`src/rtl/core/adm_pkg.sv`:
```
// adm_pkg: shared types and constants for the adjacency matrix depth-first walker
// used by adm_walk_engine and adjacency_matrix_dfs; depends on nothing else
package adm_pkg;

    localparam int ADM_VERTICES = 16;
    localparam int ROW_W        = 16;
    localparam int VTX_W        = 4;
    localparam int CNT_W        = 5;
    localparam int NEXT_W       = 5;
    localparam int KIND_W       = 2;

    localparam logic [KIND_W-1:0] KIND_LOAD  = 2'd0;
    localparam logic [KIND_W-1:0] KIND_WALK  = 2'd1;
    localparam logic [KIND_W-1:0] KIND_CLEAR = 2'd2;

    localparam logic [CNT_W-1:0] VERTEX_COUNT_RESET = 5'd16;

    typedef struct packed {
        logic [KIND_W-1:0] kind;
        logic [VTX_W-1:0]  row_index;
        logic [ROW_W-1:0]  row_bits;
        logic [VTX_W-1:0]  start_vertex;
    } t_item;

    typedef struct packed {
        logic [CNT_W-1:0] vertex_number;
        logic             last;
    } t_result;

    // walk engine to output stage: a newly visited vertex, or the end of a walk
    typedef struct packed {
        logic             push;
        logic             finish;
        logic [VTX_W-1:0] vertex;
    } t_emit;

endpackage

```
`src/rtl/core/adm_walk_engine.sv`:
```
// adm_walk_engine: adjacency rows, visited marks, walk stack and the scan sequencer
// one neighbour test per cycle while scanning, with pops of finished frames in between; depends on adm_pkg
module adm_walk_engine #(
    parameter int VERTICES = adm_pkg::ADM_VERTICES
) (
    input  logic                       i_clk,
    input  logic                       i_rst_n,
    input  logic                       i_accept,
    input  adm_pkg::t_item             i_item,
    input  logic [adm_pkg::CNT_W-1:0]  i_vertex_count,
    output logic                       o_busy,
    output adm_pkg::t_emit             o_emit
);
    import adm_pkg::*;

    // only the first STACK vertices (VERTICES, capped at sixteen) can ever be addressed or walked
    localparam int STACK = (VERTICES < ROW_W) ? VERTICES : ROW_W;
    localparam int SW    = $clog2(STACK);
    localparam int DW    = $clog2(STACK + 1);
    localparam int ENT_W = NEXT_W + VTX_W;

    localparam logic [CNT_W-1:0] STACK_CNT = CNT_W'(STACK);
    localparam logic [DW-1:0]    STACK_DEP = DW'(STACK);
    localparam logic [DW-1:0]    DEP_ONE   = DW'(1);
    localparam logic [DW-1:0]    DEP_TWO   = DW'(2);

    localparam logic ST_IDLE = 1'b0;
    localparam logic ST_SCAN = 1'b1;

    logic                r_state;
    logic [DW-1:0]       r_depth;
    logic [STACK-1:0]    r_visited;
    logic [ROW_W-1:0]    r_rows [STACK];
    logic [ENT_W-1:0]    r_stack [STACK];
    logic [VTX_W-1:0]    r_cur;
    logic [NEXT_W-1:0]   r_next;

    logic [CNT_W-1:0]    w_active;
    logic [ROW_W-1:0]    w_row;
    logic                w_in_range;
    logic                w_hit;
    logic                w_room;
    logic                w_pop;
    logic                w_start_ok;
    logic                w_walk;
    logic [DW-1:0]       w_depth_m1;
    logic [DW-1:0]       w_depth_m2;

    assign w_active   = (i_vertex_count > STACK_CNT) ? STACK_CNT : i_vertex_count;
    assign w_row      = r_rows[r_cur[SW-1:0]];
    assign w_in_range = r_next < w_active;
    assign w_hit      = w_in_range && w_row[r_next[VTX_W-1:0]] && !r_visited[r_next[SW-1:0]];
    assign w_room     = r_depth < STACK_DEP;
    // an unvisited neighbour with no stack room still ends this frame
    assign w_pop      = !w_in_range || (w_hit && !w_room);
    assign w_depth_m1 = r_depth - DEP_ONE;
    assign w_depth_m2 = r_depth - DEP_TWO;

    assign w_start_ok = ({1'b0, i_item.start_vertex} < w_active)
                        && !r_visited[i_item.start_vertex[SW-1:0]];
    assign w_walk     = i_accept && (i_item.kind == KIND_WALK) && w_start_ok;

    always_ff @(posedge i_clk) begin
        if (!i_rst_n) begin
            r_state   <= ST_IDLE;
            r_depth   <= '0;
            r_visited <= '0;
            for (int i = 0; i < STACK; i++) begin
                r_rows[i] <= '0;
            end
        end else begin
            case (r_state)
                ST_IDLE: begin
                    if (i_accept) begin
                        case (i_item.kind)
                            KIND_LOAD: begin
                                if ({1'b0, i_item.row_index} < STACK_CNT) begin
                                    r_rows[i_item.row_index[SW-1:0]] <= i_item.row_bits;
                                end
                            end
                            KIND_WALK: begin
                                if (w_start_ok) begin
                                    r_visited[i_item.start_vertex[SW-1:0]] <= 1'b1;
                                    r_depth <= DEP_ONE;
                                    r_state <= ST_SCAN;
                                end
                            end
                            KIND_CLEAR: begin
                                r_visited <= '0;
                            end
                            default: begin
                            end
                        endcase
                    end
                end
                ST_SCAN: begin
                    if (w_hit && w_room) begin
                        r_visited[r_next[SW-1:0]] <= 1'b1;
                        r_depth <= r_depth + DEP_ONE;
                    end else if (w_pop) begin
                        r_depth <= w_depth_m1;
                        if (r_depth == DEP_ONE) begin
                            r_state <= ST_IDLE;
                        end
                    end
                end
                default: begin
                    r_state <= ST_IDLE;
                end
            endcase
        end
    end

    // top of stack lives in r_cur / r_next, the frames below it in r_stack
    always_ff @(posedge i_clk) begin
        if (r_state == ST_IDLE) begin
            if (w_walk) begin
                r_cur  <= i_item.start_vertex;
                r_next <= '0;
            end
        end else if (w_hit && w_room) begin
            r_stack[w_depth_m1[SW-1:0]] <= {r_next + NEXT_W'(1), r_cur};
            r_cur  <= r_next[VTX_W-1:0];
            r_next <= '0;
        end else if (w_pop) begin
            if (r_depth != DEP_ONE) begin
                {r_next, r_cur} <= r_stack[w_depth_m2[SW-1:0]];
            end
        end else begin
            r_next <= r_next + NEXT_W'(1);
        end
    end

    assign o_busy        = (r_state == ST_SCAN);
    assign o_emit.push   = (r_state == ST_IDLE) ? w_walk : (w_hit && w_room);
    assign o_emit.finish = (r_state == ST_SCAN) && w_pop && (r_depth == DEP_ONE);
    assign o_emit.vertex = (r_state == ST_IDLE) ? i_item.start_vertex : r_next[VTX_W-1:0];

    a_depth_bounds: assert property (@(posedge i_clk) disable iff (!i_rst_n)
        (r_state == ST_SCAN) |-> (r_depth != '0 && r_depth <= STACK_DEP))
        else $error("walk stack depth out of bounds");

    a_push_marks: assert property (@(posedge i_clk) disable iff (!i_rst_n)
        o_emit.push |=> r_visited[$past(o_emit.vertex[SW-1:0])])
        else $error("emitted vertex not marked visited");

    a_finish_idle: assert property (@(posedge i_clk) disable iff (!i_rst_n)
        o_emit.finish |=> (r_state == ST_IDLE) && (r_depth == '0))
        else $error("walk finished with frames left");

endmodule

```
`src/rtl/core/adjacency_matrix_dfs.sv`:
```
// adjacency_matrix_dfs: top level, APB register, result stage and walk engine
// depends on adm_pkg and adm_walk_engine
//
//  channel   | signals                                  | transaction
//  ----------+------------------------------------------+--------------------------------
//  command   | start, busy, i_item                      | start high while busy low
//  result    | o_valid, o_result                        | o_valid high for one cycle
//  register  | psel penable pwrite paddr pwdata prdata  | write at access with pready high
//
// load and clear transactions take effect when accepted; busy stays low
// a walk tests one neighbour position at a time in a single-bit scan loop, and pops
// a stack frame once its row is exhausted or no stack room is left
// each result waits until its successor is found and is then registered out; the final one at the last pop
// reset is synchronous: rows and visited marks cleared, vertex_count back to 16
// the receiver cannot stall; results are never held
module adjacency_matrix_dfs #(
    parameter int VERTICES = adm_pkg::ADM_VERTICES
) (
    input  logic               i_clk,
    input  logic               i_rst_n,
    input  logic               start,
    output logic               busy,
    input  adm_pkg::t_item     i_item,
    output logic               o_valid,
    output adm_pkg::t_result   o_result,
    input  logic               psel,
    input  logic               penable,
    input  logic               pwrite,
    input  logic [2:0]         paddr,
    input  logic [31:0]        pwdata,
    output logic [31:0]        prdata,
    output logic               pready
);
    import adm_pkg::*;

    localparam logic REG_VERTEX_COUNT = 1'b0;

    logic [CNT_W-1:0]  r_vertex_count;
    logic              r_pend_valid;
    logic [VTX_W-1:0]  r_pend_vertex;
    logic              r_out_valid;
    t_result           r_out;

    logic              w_accept;
    logic              w_busy;
    logic              w_cfg_write;
    t_emit             w_emit;

    assign w_accept    = start && !w_busy;
    assign w_cfg_write = psel && penable && pwrite && (paddr[2] == REG_VERTEX_COUNT);

    always_ff @(posedge i_clk) begin
        if (!i_rst_n) begin
            r_vertex_count <= VERTEX_COUNT_RESET;
        end else if (w_cfg_write) begin
            r_vertex_count <= pwdata[CNT_W-1:0];
        end
    end

    assign prdata = (paddr[2] == REG_VERTEX_COUNT) ? {{(32 - CNT_W){1'b0}}, r_vertex_count}
                                                   : '0;
    assign pready = 1'b1;

    adm_walk_engine #(
        .VERTICES (VERTICES)
    ) u_walk (
        .i_clk          (i_clk),
        .i_rst_n        (i_rst_n),
        .i_accept       (w_accept),
        .i_item         (i_item),
        .i_vertex_count (r_vertex_count),
        .o_busy         (w_busy),
        .o_emit         (w_emit)
    );

    // the newest vertex waits here until the walk shows whether it is the last
    always_ff @(posedge i_clk) begin
        if (!i_rst_n) begin
            r_pend_valid <= 1'b0;
            r_out_valid  <= 1'b0;
        end else begin
            r_out_valid <= (w_emit.push && r_pend_valid) || w_emit.finish;
            if (w_emit.push) begin
                r_pend_valid <= 1'b1;
            end else if (w_emit.finish) begin
                r_pend_valid <= 1'b0;
            end
        end
    end

    always_ff @(posedge i_clk) begin
        if (w_emit.push) begin
            r_pend_vertex <= w_emit.vertex;
        end
        if (w_emit.push || w_emit.finish) begin
            r_out.vertex_number <= CNT_W'(r_pend_vertex) + CNT_W'(1);
            r_out.last          <= w_emit.finish;
        end
    end

    assign busy     = w_busy;
    assign o_valid  = r_out_valid;
    assign o_result = r_out;

    a_idle_drained: assert property (@(posedge i_clk) disable iff (!i_rst_n)
        !w_busy |-> !r_pend_valid)
        else $error("vertex left pending while idle");

    a_finish_has_pending: assert property (@(posedge i_clk) disable iff (!i_rst_n)
        w_emit.finish |-> r_pend_valid)
        else $error("walk finished with nothing to send");

    a_strobe_source: assert property (@(posedge i_clk) disable iff (!i_rst_n)
        o_valid |-> $past((w_emit.push && r_pend_valid) || w_emit.finish))
        else $error("result strobe without cause");

endmodule

```
`config.mk`:
```
export PLATFORM = sky130hd
export DESIGN_NAME = adjacency_matrix_dfs
export DESIGN_NICKNAME = d
export VERILOG_FILES = /design/src/rtl/core/adm_pkg.sv /design/src/rtl/core/adm_walk_engine.sv /design/src/rtl/core/adjacency_matrix_dfs.sv
export SDC_FILE = /design/constraint.sdc
export NUM_CORES = 1
export LEC_CHECK = 0
export BUFFER_PORTS_ARGS = -buffer_cell sky130_fd_sc_hd__buf_2
export CAP_MARGIN = 10
export CORE_MARGIN = 3
export CORE_UTILIZATION = 41
export CTS_CLUSTER_SIZE = 8
export DETAILED_ROUTE_END_ITERATION = 16
export GPL_ROUTABILITY_DRIVEN = 0
export SETUP_SLACK_MARGIN = 0.5
export SLEW_MARGIN = 25
export SYNTH_ARGS = -nofsm -noshare
export SYNTH_HDL_FRONTEND = slang
export SYNTH_SLANG_ARGS = --single-unit
```
`constraint.sdc`:
```
create_clock -name i_clk -period 4.5 [get_ports i_clk]
set_clock_uncertainty 0.15 [all_clocks]
set_input_delay 0.225 -clock i_clk [delete_from_list [all_inputs] [get_ports i_clk]]
set_output_delay 0.225 -clock i_clk [all_outputs]
set_load 0.02 [all_outputs]
```
==> flow_summary_export.csv <==
group,metric,value,unit
cts,cts_made_buffers,66,
cts,clkSinkCount,452,
detailed_routing,num_vias,12320,
power_and_ir_drop,pwr-share-clk,43.4,%
outcome,status,"completed",
power_and_ir_drop,p_leak,8.853,nW
global_routing,grt_start_max_net_pins,37,
yosys,yosysTopAreaCellShare,59.91,%
timing,min_period_over_period,82.44,%
worst_setup_path,cpLargestDelayFamily,"simple AND/OR/NAND/NOR gates",
placement,dp_hpwl,33900,um
yosys,ys_types,71,
power_and_ir_drop,swShare,23.72,%
worst_setup_path,worstPathRequired,4640,ps
worst_setup_path,path_buf_inv,1,
yosys,avgSynthCellArea,14.74,um2
yosys,synthArstFlopShare,0,%
worst_setup_path,path_cells,"mux4_2 > o22ai_1 > nor4_1 > nor4_2 > o21ai_1 > nand4_4 > nor3_2 > nand2_1 > nor2_1 > buf_4",
worst_setup_path,crit_path_start_kind,"flip-flop",
cts,cts_tree,"yes",
finish,seq_area,0.01325,mm2
yosys,synthFlopType,"edfxtp_1",
cts,htreeDepth,3,
power_and_ir_drop,ir_worst_vdd,0.2833,mV
yosys,syn_inst,1425,
cts,clkTransAtPathRegs,50,ps
detailed_routing,wirelength,52690,um
timing,fin_ws,790.0,ps
power_and_ir_drop,power_density,422.4,mW/mm2
power_and_ir_drop,power,10.24,mW
power_and_ir_drop,seqPwrFrac,46.8,%
yosys,synth.yosys.seq_area_share,63.06,%
run,maxCapViolations,0,
timing,finalCriticalPeriod,3710,ps
finish,n_antenna_cell,0,
worst_setup_path,cp_slowest_cell,"dfxtp_1",
global_routing,antenna_found_initial,1,
floorplanning,die_h,232.3,um
detailed_routing,wl_per_cell,23.48,um
power_and_ir_drop,p_int,7.812,mW
finish,multi_input_area,0.007173,mm2
timing,clock.fmax,269.5,MHz
global_routing,grt_usage,19.80,%
timing,maxSlewViolCount,0,
floorplanning,initial_core_util,41.69,%
yosys,synth_top_area_cell,"edfxtp_1",
timing,fin_tns_setup,0,ps
timing,maxSlewHeadroom,32.18,%
timing,hold_violations,0,
worst_setup_path,arrival,3850,ps
detailed_routing,drcViolationCount,0,
floorplanning,core.rowCount,82,
finish,area_delta_synth_final,15.46,%
floorplanning,coreArea,0.05038,mm2
min_path,hold_class,"in -> reg",
placement,port_buffers,50,
worst_setup_path,end_kind,"flip-flop",
worst_setup_path,crit_fanout,18,
yosys,syn_area,0.02100,mm2
timing,worstMarginPinSlew,1017,ps
finish,drive_above_1_share,21.31,%
global_routing,grt_pass1_vias,12510,
detailed_routing,dr.pass1.iters,7,
global_routing,grt_pass1_wl,79010,um
finish,fill_cells,4322,
finish,final_common_cell,"edfxtp_1",
floorplanning,design.die.area,0.05397,mm2
detailed_routing,viasPerCell,5.491,
cts,clock_latency,590,ps
floorplanning,io_pins,108,
worst_setup_path,max_stage_delay,840,ps
detailed_routing,ant_nets,0,
timing,setup_viol,0,
yosys,ys_warn_count,0,
yosys,ys_seq_elements,452,
yosys,synth_edf_count,419,
cts,clk_path_buf_depth,3,
placement,pre_cts_slack,665.3,ps
power_and_ir_drop,power_switching,2.430,mW
cts,root_buffer,"clkbuf_16",
finish,nets,1635,
power_and_ir_drop,p_comb_share,9.8,%
timing,rsz0062_at_grt,"false",
worst_setup_path,path_class,"reg -> reg",
yosys,synthTopCellsByArea,"edfxtp_1 60%, mux4_2 9.8%, and2_1 7.7%",
global_routing,grt-ovfl-total,0,
finish,final_cell_mix,"419 x edfxtp_1, 257 x and2_1, 91 x mux4_2",
detailed_routing,first_iter_violations,1207,
floorplanning,die_x,232.3,um
==> cells in the mapped netlist, types with 21 or more instances <==
| master | number |
|---|---|
| edfxtp_1 | 419 |
| ha_1 | 21 |
| and2_1 | 257 |
| nor2_1 | 62 |
| a21oi_1 | 32 |
| o21ai_0 | 40 |
| clkbuf_1 | 51 |
| dfxtp_1 | 33 |
| buf_4 | 33 |
| nand2_1 | 62 |
| mux2i_1 | 64 |
| mux4_2 | 91 |
==> power by group through the flow <==
| stage | Clock (mW) | Combinational, mW | Sequential (mW) |
|---|---|---|---|
| 2_1_floorplan | 0 | 0.716 | 4.83 |
| 5_1_grt | 4.72 | 1.08 | 4.80 |
| 3_5_place_dp | 0 | 0.987 | 4.87 |
| 3_3_place_gp | 0 | 0.975 | 4.87 |
| 6_report | 4.45 | 1.01 | 4.79 |
| 4_1_cts | 4.54 | 1.01 | 4.79 |
==> per-stage QoR <==
stage          utilization, %  cells  area, um2  hold slack, ps
6_report                48.13   2244      24250           27.68
5_1_grt                 48.13   2244      24250           28.72
4_1_cts                 48.04   2242      24200           1.305
3_5_place_dp            44.00   2128      22170           302.7
3_3_place_gp            43.96   2128      22140           291.9
2_1_floorplan               -   1451      21100           218.9
==> logic make-up after synthesis <==
kind of cell	share of synthesized area, %
compound gates	5.309
mux	13.65
simple gates	12.62
fa+ha+maj	1.251
buf+inv	3.658
flops	63.06
xor+xnor	0.4170
other cells	0.03576
==> per-layer routing <==
layer	up-vias	share of wire (%)	GRT usage, %
met2	372	50	33.52
met4	0	2.9	6.952
met5	-	0	0
met3	86	4.5	3.570
met1	6326	42	25.65
li1	5538	-	-
==> final cells by class <==
cell class	instances	share of cell area [%]
sequential	452	54.66
multi-input combinational	865	29.58
clock buffer	87	7.224
timing repair buffer	145	4.500
tap	672	3.468
clock inverter	6	0.3045
inverter	17	0.2632
==> worst register-to-register path, stage by stage (launching register included) <==
cell and delay, ps:
dfxtp_1 840, mux4_2 360, o22ai_1 70, nor4_1 380, nor4_2 110, o21ai_1 300, nand4_4 240, nor3_2 240
nand2_1 170, nor2_1 320, buf_4 230
==> path summary, 6_finish.rpt <==
| kind | cells past startpoint | start | slack [ps] | endpoint |
|---|---|---|---|---|
| worst max-delay path | 10 | flip-flop | 790 | u_walk.r_stack[6][1] |
| worst min-delay path | 2 | i_item[5] | 30 | u_walk.r_rows[3][1] |
| worst max register to register | 10 | flip-flop | 790 | u_walk.r_stack[6][1] |
| worst min register to register | 2 | r_pend_valid | 310 | r_pend_valid |
==> flip-flops by register name (all words and copies together) (netlist names), named ones only <==
name,count
r_vertex_count,5
u_walk.r_visited,16
u_walk.r_cur,4
u_walk.r_rows,256
u_walk.r_next,5
u_walk.r_stack,144
o_result,6
r_pend_vertex,4
u_walk.o_busy,1
r_pend_valid,1
u_walk.r_depth,5
o_valid,1
==> timing repair <==
action,CTS,global route
endpoints found under the hold margin,174,0
buffers inserted,0,2
hold buffers,21,0
endpoints found under the setup margin,0,47
gates resized for setup,0,1
No activity file was read; power rests on OpenSTA's default activity.
